--- config.mk ---
export PLATFORM = sky130hd
export DESIGN_NAME = tli_ram
export DESIGN_NICKNAME = d
export VERILOG_FILES = /design/src/tli_ram.sv
export SDC_FILE = /design/constraint.sdc
export NUM_CORES = 2
export LEC_CHECK = 0
export ABC_AREA = 1
export BUFFER_PORTS_ARGS = -buffer_cell sky130_fd_sc_hd__clkbuf_2
export CAP_MARGIN = 10
export CORE_AREA = 4 4 395 397
export DETAILED_ROUTE_END_ITERATION = 8
export DIE_AREA = 0 0 399 401
export PLACE_DENSITY = 0.73
export SYNTH_ARGS = -nofsm -noshare
export SYNTH_HDL_FRONTEND = slang
export SYNTH_SLANG_ARGS = --single-unit
--- constraint.sdc ---
create_clock -name i_clk -period 1.7 [get_ports i_clk]
set_input_delay 0.17 -clock i_clk [delete_from_list [all_inputs] [get_ports i_clk]]
set_output_delay 0.17 -clock i_clk [all_outputs]
set_load 0.05 [all_outputs]
--- src/tli_ram.sv ---
module tli_ram #(
    parameter int WIDTH = 8,
    parameter int DEPTH = 256
) (
    input  logic                     i_clk,
    input  logic                     i_we,
    input  logic [$clog2(DEPTH)-1:0] i_waddr,
    input  logic [WIDTH-1:0]         i_wdata,
    input  logic [$clog2(DEPTH)-1:0] i_raddr,
    output logic [WIDTH-1:0]         o_rdata
);

    logic [WIDTH-1:0] r_mem [DEPTH];
    logic [WIDTH-1:0] r_rdata;

    always_ff @(posedge i_clk) begin
        if (i_we) begin
            r_mem[i_waddr] <= i_wdata;
        end
        r_rdata <= r_mem[i_raddr];
    end

    assign o_rdata = r_rdata;

endmodule

# Yosys cells after proc, flatten, opt, wreduce, memory -nomap -nowiden
# Memories as Yosys holds them, arrays and structs flattened. A register that Yosys moved wholly into a read port is not among the register bits.
# Index checks and enable logic that the tools add are counted.
op_classes:
  mul: 0
  muxes: 2
  add_sub_neg: 0
  div_mod_pow: 0
  shifts: 0
  n_eq_ne: 0
  bitwise: 0
  order_cmp: 0
  reduce_logical: 0
ops:
  columns: ["operator", "n"]
  rows:
  - ["1-bit 2-to-1 mux", 2]
totals:
  wordCells: 3
  ramBits: 2048
  latchBits: 0
  reg_bits: 0
  romBits: 0
  in_bits: 26
  mem_count: 1
  out_inout_bits: 8
mem_list:
  columns: ["memory", "depth", "word_bits", "rd", "rd_ports_with_merged_regs", "wr", "line_no", "source"]
  rows:
  - ["r_mem", 256, 8, 1, 1, 1, "13", "logic [WIDTH-1:0] r_mem [DEPTH];"]

# Longest topological paths before layout
depth:
  ltp_word: 2
  ltp_mapped: 15
  depth_no_buf: 11

# Worst setup path before layout
# Ideal clock, no wire load.
synth_path:
  kind: "input to register"
  start: "input i_we"
  end: "memory r_mem[162][0], enable pin"
  setup_time_ps: 370
  t_required_ps: 1330
  setup_slack_ps: 39
  n_path_buf: 2
  arrival_time_ps: 1291
  cell_stages: 4
  path_cell_list: "clkbuf_1 -> nand3_1 -> clkbuf_1 -> nor2_1"
synth_between:
  elab_chain_cells: 2
synth_lines:
  columns: ["element", "line_no", "source"]
  rows:
  - ["from (decl)", "6", "input logic i_we,"]
  - ["1-bit 2-to-1 mux", "17", "if (i_we) begin"]
  - ["1-bit 2-to-1 mux (implied by the code)", "18", "r_mem[i_waddr] <= i_wdata;"]
  - ["to (decl)", "13", null]
# No other way between the ends.

==> impl_metrics.toml <==
[grt]
gr-total-overflow = 0
grt_max_degree = 91
first_global_vias = 56337
track_usage_pct = 29.5
grt_pass1_wl_um = 353000
antenna_found_initial = 14

[route]
wire_per_inst_um = 24.5
num_vias = 58946
first_iter_violations = 8689
wl_um = 239000
firstDrtPassIters = 6
drc = 0
viasPerCell = 6.06
final_antenna_net_count = 0

[layout]
fin_area_um2 = 98400
fin_nets = 7558
area_growth_pct = 18.0
layout-drive-gt1-share_pct = 15.0

[timing]
fin_crit_sh_pct = 99.9
finalCriticalPeriod_ns = 1.70
slew_headroom_pct = 28.2
drv_slew = 0
skew_ns = 0.0400
setup_viol = 0
worst_pin_slew_ns = 1.08
finalHoldViolCount = 0
grt_setup_unrepaired = "yes"
max_freq_ghz = 0.589
tns_ns = 0

[yosys]
synth_edf_count = 2048
synth_seq_cells = 2056
async_reset_ff_share_pct = 0
syn_nets = 7029
synth_area_per_cell_um2 = 11.9
syn_area_um2 = 83400
ys_dominant_reg_cell = "edfxtp_1"
ys_types = 14
synth_cells = 7003
synth_seq_area_share_pct = 73.9
yosys_warnings = 0
yosysTopAreaCell = "edfxtp_1"
yosysMostFrequentCell = "nand2_1"
synth_commonest_cells = "nand2_1 (2123), edfxtp_1 (2048), nand3_1 (2019)"
synth_top_area_share_pct = 73.7
synthTopCellsByArea = "edfxtp_1 (74%), nand3_1 (12%), nand2_1 (9.6%)"

[outcome]
outcome = "finished clean"

[die]
core-area_um2 = 152000
die_y_um = 401
die_area_um2 = 160000
initial_core_util_pct = 54.9
dieWidth_um = 399
ios = 34
row_count = 143

[cts]
tritoncts = "built"
cts.sinks = 2056
clockBufferDepth = 3
post_cts_buffers = 0
root_buffer = "clkbuf_16"
cts_buffers = 200
clock_latency_ns = 0.83
clk_pin_slew_ns = 0.06
htree_levels = 4

[worst_setup_path]
worstPathBufferInverterCount = 0
crit_arrival_ns = 2.40
slowest_delay_ns = 0.40
path_max_fanout = 2
cp-start-kind = "flip-flop"
crit_path_end_kind = "flip-flop"
worstPathRequired_ns = 2.40
crit_path_top_delay_cell = "edfxtp_1"
crit_family = "simple AND/OR/NAND/NOR gates"
crit_type = "reg -> reg"
crit_chain = "nand2_1, nand3_1, nand3_1, nand3_1, nand3_2, nand3_4, nand3_1, nand2_1, nand2_1, nand2_1"

[placement]
placedInstanceArea_um2 = 91400
io_buffers = 33
dp_hpwl_um = 148000
gp_congestion = 0.951

[power]
leakagePower_nw = 35.7
power_mw = 107
ir_drop_uv = 1000
powerDensity_nw_per_um2 = 1090

[worst_hold_path]
min_path_type = "in -> reg"

[flow_run]
drv_cap = 0
==> sequential cells by signal (all words and copies together) (netlist names) <==
| name | cells |
|---|---|
| o_rdata | 8 |
| r_mem | 2048 |
==> logic make-up after synthesis <==
family	synth area share, %
and+or+nand+nor	22.9
DFF	73.9
buffers and inverters	3.12
==> metal layers <==
layer | GRT usage, % | share of wire [%]
met1 | 40.0 | 36
met2 | 45.6 | 46
met3 | 7.07 | 13
met4 | 13.2 | 4.9
met5 | 0 | 0.024
==> layout make-up <==
class	instances	area (um^2)
Clock inverter	107	1150
Clock buffer	252	5290
Multi-Input combinational cell	4425	19500
Inverter	39	180
Antenna cell	9	22.5
Tap cell	2030	2540
Fill cell	10535	53500
Timing Repair Buffer	810	8040
Sequential cell	2056	61700
==> through the flow <==
stage	worst slack [ns]	instances	hold WS (ns)	utilization (%)
6_report	0.00194	9728	0.0554	64.8
5_1_grt	-0.0355	9720	0.0974	64.8
4_1_cts	-0.000622	9719	0.0214	64.6
3_5_place_dp	-0.846	9350	0.490	60.2
3_3_place_gp	-0.819	9350	0.487	60.2
2_1_floorplan	0.0385	7003	0.269	-
==> power breakdown <==
group | switching [mW] | internal [mW]
sequential | 0.0780 | 55.9
clock | 18.7 | 25.2
combinational | 5.32 | 2.37
==> worst paths after layout <==
| kind | slack, ns | startpoint | end | depth (start not counted) |
|---|---|---|---|---|
| setup / recovery | 0.002 | r_mem[6][0] | o_rdata[0] | 10 |
| hold / removal | 0.06 | i_waddr[6] | r_mem[56][3] | 5 |
| setup reg to reg | 0.002 | r_mem[6][0] | o_rdata[0] | 10 |
| hold reg to reg | 1.04 | r_mem[77][7] | o_rdata[7] | 10 |
==> cell usage in the layout (no fill, tap or decap), types with 2 or more instances in the layout <==
| cell | n |
|---|---|
| buf_12 | 147 |
| buf_4 | 621 |
| buf_8 | 11 |
| bufinv_16 | 21 |
| clkbuf_1 | 48 |
| clkbuf_16 | 205 |
| clkbuf_2 | 13 |
| clkbuf_8 | 5 |
| clkinv_1 | 31 |
| clkinv_16 | 2 |
| clkinv_2 | 38 |
| clkinv_4 | 4 |
| clkinvlp_4 | 7 |
| dfxtp_1 | 5 |
| dfxtp_4 | 2 |
| diode_2 | 9 |
| dlygate4sd3_1 | 10 |
| edfxtp_1 | 2048 |
| inv_1 | 34 |
| inv_16 | 3 |
| inv_8 | 2 |
| nand2_1 | 2118 |
| nand2_2 | 5 |
| nand3_1 | 1957 |
| nand3_2 | 55 |
| nand3_4 | 7 |
| nor2_1 | 283 |
==> tightest hold or removal path, stage by stage <==
cell	delay (ns)
clkbuf_2	0.10
nor2_1	0.08
nand2_1	0.12
buf_12	0.17
nor2_1	0.08
==> repair_timing <==
| action | 4_1_cts | 5_1_grt |
|---|---|---|
| endpoints found under the hold margin | 1256 | 0 |
| hold buffers | 10 | 0 |
| pin swaps | 0 | 1 |
| gates resized for setup | 52 | 41 |
| endpoints found under the setup margin | 15 | 8 |
(Power assumes the default switching activity.)
