### src/tli_pkg.sv
package tli_pkg;

    localparam int PROG_DEPTH = 65536;
    localparam int TAPE_DEPTH = 32768;
    localparam int NEST_DEPTH = 256;

    localparam int PROG_AW = $clog2(PROG_DEPTH);
    localparam int PROG_LW = PROG_AW + 1;
    localparam int PROG_EW = 3 + PROG_AW;
    localparam int TAPE_AW = $clog2(TAPE_DEPTH);
    localparam int NEST_AW = $clog2(NEST_DEPTH);
    localparam int NEST_LW = NEST_AW + 1;

    localparam logic [7:0] CH_RIGHT = 8'h3E;
    localparam logic [7:0] CH_LEFT  = 8'h3C;
    localparam logic [7:0] CH_INC   = 8'h2B;
    localparam logic [7:0] CH_DEC   = 8'h2D;
    localparam logic [7:0] CH_OUT   = 8'h2E;
    localparam logic [7:0] CH_IN    = 8'h2C;
    localparam logic [7:0] CH_OPEN  = 8'h5B;
    localparam logic [7:0] CH_CLOSE = 8'h5D;

    localparam logic [2:0] OP_RIGHT = 3'd0;
    localparam logic [2:0] OP_LEFT  = 3'd1;
    localparam logic [2:0] OP_INC   = 3'd2;
    localparam logic [2:0] OP_DEC   = 3'd3;
    localparam logic [2:0] OP_OUT   = 3'd4;
    localparam logic [2:0] OP_IN    = 3'd5;
    localparam logic [2:0] OP_OPEN  = 3'd6;
    localparam logic [2:0] OP_CLOSE = 3'd7;

    localparam logic [1:0] ERR_NONE    = 2'd0;
    localparam logic [1:0] ERR_BRACKET = 2'd1;
    localparam logic [1:0] ERR_TAPE    = 2'd2;
    localparam logic [1:0] ERR_FULL    = 2'd3;

    typedef struct packed {
        logic       is_cmd;
        logic [2:0] op;
    } t_decode;

    typedef struct packed {
        logic       out_valid;
        logic [7:0] out_byte;
        logic       in_consumed;
        logic       need_input;
        logic       halted;
        logic [1:0] error_code;
    } t_result;

    function automatic t_decode decode_symbol(input logic [7:0] sym);
        t_decode d;
        d.is_cmd = 1'b1;
        d.op     = OP_RIGHT;
        case (sym)
            CH_RIGHT: d.op = OP_RIGHT;
            CH_LEFT:  d.op = OP_LEFT;
            CH_INC:   d.op = OP_INC;
            CH_DEC:   d.op = OP_DEC;
            CH_OUT:   d.op = OP_OUT;
            CH_IN:    d.op = OP_IN;
            CH_OPEN:  d.op = OP_OPEN;
            CH_CLOSE: d.op = OP_CLOSE;
            default:  d.is_cmd = 1'b0;
        endcase
        return d;
    endfunction

endpackage

### src/tli_out_reg.sv
module tli_out_reg
    import tli_pkg::*;
(
    input  logic       i_clk,
    input  logic       i_rst_n,
    input  logic       i_load,
    input  t_result    i_res,
    output logic       o_free,
    output logic       o_valid,
    input  logic       i_stall,
    output logic       o_out_valid,
    output logic [7:0] o_out_byte,
    output logic       o_in_consumed,
    output logic       o_need_input,
    output logic       o_halted,
    output logic [1:0] o_error_code
);

    logic    r_valid;
    t_result r_res;

    // slot frees up in the same cycle the receiver takes the result
    assign o_free = !r_valid || !i_stall;

    always_ff @(posedge i_clk) begin
        if (!i_rst_n) begin
            r_valid <= 1'b0;
        end else if (i_load) begin
            r_valid <= 1'b1;
        end else if (!i_stall) begin
            r_valid <= 1'b0;
        end
    end

    always_ff @(posedge i_clk) begin
        if (i_load) begin
            r_res <= i_res;
        end
    end

    assign o_valid       = r_valid;
    assign o_out_valid   = r_res.out_valid;
    assign o_out_byte    = r_res.out_byte;
    assign o_in_consumed = r_res.in_consumed;
    assign o_need_input  = r_res.need_input;
    assign o_halted      = r_res.halted;
    assign o_error_code  = r_res.error_code;

endmodule
### config.mk
export PLATFORM = sky130hd
export DESIGN_NAME = tli_out_reg
export DESIGN_NICKNAME = d
export VERILOG_FILES = /design/src/tli_pkg.sv /design/src/tli_out_reg.sv
export SDC_FILE = /design/constraint.sdc
export NUM_CORES = 1
export LEC_CHECK = 0
export BUFFER_PORTS_ARGS = -buffer_cell sky130_fd_sc_hd__buf_4
export CORE_AREA = 2 2 39 41
export DETAILED_ROUTE_END_ITERATION = 6
export DIE_AREA = 0 0 41 43
export PLACE_DENSITY = 0.7
export SYNTH_ARGS = -nofsm -noshare
export SYNTH_HDL_FRONTEND = slang
export SYNTH_SLANG_ARGS = --single-unit
### constraint.sdc
create_clock -name i_clk -period 1 [get_ports i_clk]
set_input_delay 0.15 -clock i_clk [delete_from_list [all_inputs] [get_ports i_clk]]
set_output_delay 0.15 -clock i_clk [all_outputs]
set_load 0.05 [all_outputs]
======== Word level (Yosys, flattened, before mapping) ========
Cells that the tools add are included.
storage, ports and cells
  bits in registers ....................... 15
  latch bits .............................. 0
  bits in writable memories ............... 0
  memory bits (read-only) ................. 0
  input bits .............................. 18
  output and inout bits ................... 16
  logic and storage cells ................. 13
  memories kept ........................... 0
cells by class
  add/subtract/negate cells ............... 0
  $mul .................................... 0
  div/mod/pow operators ................... 0
  $lt $le $gt $ge ......................... 0
  equality and inequality tests ........... 1
  shift operators ......................... 0
  multiplexer cells ....................... 2
  bitwise gates (word level) .............. 0
  reductions and logical operators ........ 3
operators by type and width
  operator                                      number
  1-bit zero test                               2
  1-bit 2-to-1 mux                              2
  2-bit inequality test, second input constant  1
  1-bit logical OR                              1

======== Logic depth before layout (Yosys ltp) ========
  depth after elaboration ................. 2
  mapped depth ............................ 2
  depth with buffers taken out ............ 2

======== Worst setup path after synthesis ========
Ideal clock, no wire load.
  path type ............................... flip-flop to output port
  start point ............................. reg r_valid, in the netlist o_valid
  end point ............................... out o_free
  data arrival time ....................... 1.060 ns
  required time ........................... 0.850 ns
  slack ................................... -0.210 ns
  cell stages (with the launch flop) ...... 2
  path buffers ............................ 0
  cells stage by stage .................... dfxtp_1 > nand2_1
on the way
  longest elaborated chain between the ends .. 2
RTL lines
  item                      line               RTL
  start: declaration        tli_out_reg.sv:19  logic r_valid;
  start signal: assignment  tli_out_reg.sv:27  r_valid <= 1'b0;
  start signal: assignment  tli_out_reg.sv:29  r_valid <= 1'b1;
  start signal: assignment  tli_out_reg.sv:31  r_valid <= 1'b0;
  1-bit zero test           tli_out_reg.sv:23  assign o_free = !r_valid || !i_stall;
  1-bit logical OR          tli_out_reg.sv:23
  end: declaration          tli_out_reg.sv:8   output logic o_free,
No other way between the ends.

======== Worst setup path after layout ========
  start point ............................. reg r_res (netlist bit o_in_consumed)
  end point ............................... out o_in_consumed
RTL lines
  item                      line               RTL
  start: declaration        tli_out_reg.sv:20  t_result r_res;
  start signal: assignment  tli_out_reg.sv:37  r_res <= i_res;
  end: declaration          tli_out_reg.sv:13  output logic o_in_consumed,
No word-level cell between the ends.

==> metrics <==
Cell Chain, Critical Path buf_6; Crit path max-delay family flip-flops; first-pass GRT wire length 1150 µm; placed cell areas 727 µm²; Max stage delay on crit path 410 ps; RSZ-0062 raised after global routing true; status complete, no violations; Port Buf Inserts 33; maxcap violations 0; hold buffers post-CTS 0; flops & latches, synth 15; vias in the first global route 283; GRT overflow 0; routed vias 304; initial antenna violation count 0; post-layout util 59.6%; Hold Path Class in2reg; Rows 14; Syn Area/Cell 25.3 µm²; fin crit share 99.5%; Chip Height 43 µm; count of cell types in the netlist 5; DRT antenna net count 0; final setup vio count 0; CP Capture Type output pin; CP max stage cell edfxtp_1; Pwr Total 0.00143 W; worst vdd ir 0.932 mV; post-synth design cell area 455 µm²; clk_lat worst skew 260 ps; Final #Nets 74; CTS tree yes; fin area 825 µm²; 1st-iter DRT viols 4; CP required 850 ps; syn nets 36; Leakage 0.353 nW; Hold Violations, Final 0; Achievable Freq 1010 MHz; pwr dens 1730 nW/µm²; Num CTS Buffers 3; Slew @ Worst Pin 179 ps; WS Path Type reg2out; Synth Instances 18; number of vias per cell 4.28; worst rel slew slack 88.1%; Post-route DRC 0; root buffer cell clkbuf_4; Overall Global Routing Usage 10.3%; crit start category register; core area 1380 µm²; diodes inserted 0; number of setup buffers added after CTS 0; drt pass-1 iters 2; largest net degree at the start of global routing 16; Area Growth Syn to Fin 81.0%; register area share after synthesis 96.7%; final hold slack 54.6 ps; I/O pin count 34; H-tree depth 1; Period minus WS final 995 ps; Finished Layout Cells 71; most common cell after layout, fill and taps aside buf_4; CP bufs+invs 1; Reg clk slew, reported paths 80 ps; filler instances 107; data arrival time of the critical path 840 ps; Routed WL per cell 12.3 µm; final slew viol count 0; clock buffer depth 2; Final Skew 0 ps; commonest cells after routing, fill and taps aside 17 x buf_4, 15 x buf_6, 14 x edfxtp_1; routability cong. 0.564; die footprint 1760 µm²; Critical Path Fanout Max 1; die width 41 µm; Clock Sinks 15; total length of routed wires 872 µm; total number of yosys warnings 0; Starting Density 32.9%; share of layout cells above drive strength 1 69.1%; Placed Cells 67
-- power by group --
part	total (W)	switching (W)	internal, W
clock	0.000311	0.000157	0.000154
sequential	0.000764	0.0000245	0.000739
combinational	0.000352	0.000215	0.000137
-- synthesized netlist by cell type --
cell type   n  area [µm²]
dfxtp_1     1        20.0
edfxtp_1   14         420
nand2_1     1        3.75
nor2b_1     1        6.26
a21oi_1     1        5.00
-- kinds of logic after synthesis --
group,after synthesis,synth area share [%]
AND/OR/NAND/NOR,2,2.20
AO/OA/AOI/OAI,1,1.10
flip-flops,15,96.7
-- final cells by class --
| type | count | area, µm² | share of cell area [%] |
|---|---|---|---|
| multi-input cells | 3 | 22.5 | 2.73 |
| well taps | 16 | 20.0 | 2.43 |
| repair buffers | 33 | 312 | 37.8 |
| flip-flops and latches | 15 | 444 | 53.9 |
| clock buffers | 4 | 26.3 | 3.19 |
-- flip-flops by register name, indices dropped and copies added (netlist names) --
signal and cells:
o_out_byte 8, o_error_code 2, o_halted 1, o_in_consumed 1
o_need_input 1, o_out_valid 1, o_valid 1
-- final timing paths --
check | endpoint | slack [ps] | start | depth (start not counted)
worst min register to register | o_valid$_SDFFE_PN0P_ | 550 | o_valid$_SDFFE_PN0P_ | 2
worst max register to register | o_valid$_SDFFE_PN0P_ | 370 | o_valid$_SDFFE_PN0P_ | 2
worst min-delay path | o_need_input$_DFFE_PP_ | 50 | i_res[3] | 1
worst max-delay path | o_in_consumed | 5 | o_in_consumed$_DFFE_PP_ | 1
-- per-layer routing --
layer / vias to the layer above / wire [µm] / global-route usage (%)
li1: 145 / - / -
met1: 129 / 291 / 8.93
met2: 28 / 438 / 17.2
met3: 2 / 138 / 5.24
met4: 0 / 4 / 6.00
met5: - / 0 / 0
-- metrics by stage --
step	setup WS, ps	setup TNS, ps
6_report	5.42	0
3_5_place_dp	292	0
5_1_grt	-35.7	-143
2_1_floorplan	120	0
4_1_cts	-11.0	-11.0
3_3_place_gp	295	0
-- repair_timing --
| item | CTS | global route |
|---|---|---|
| resized for setup | 6 | 13 |
| endpoints found under the setup margin | 6 | 16 |
| pin swaps | 0 | 0 |
(Power assumes the default switching activity.)
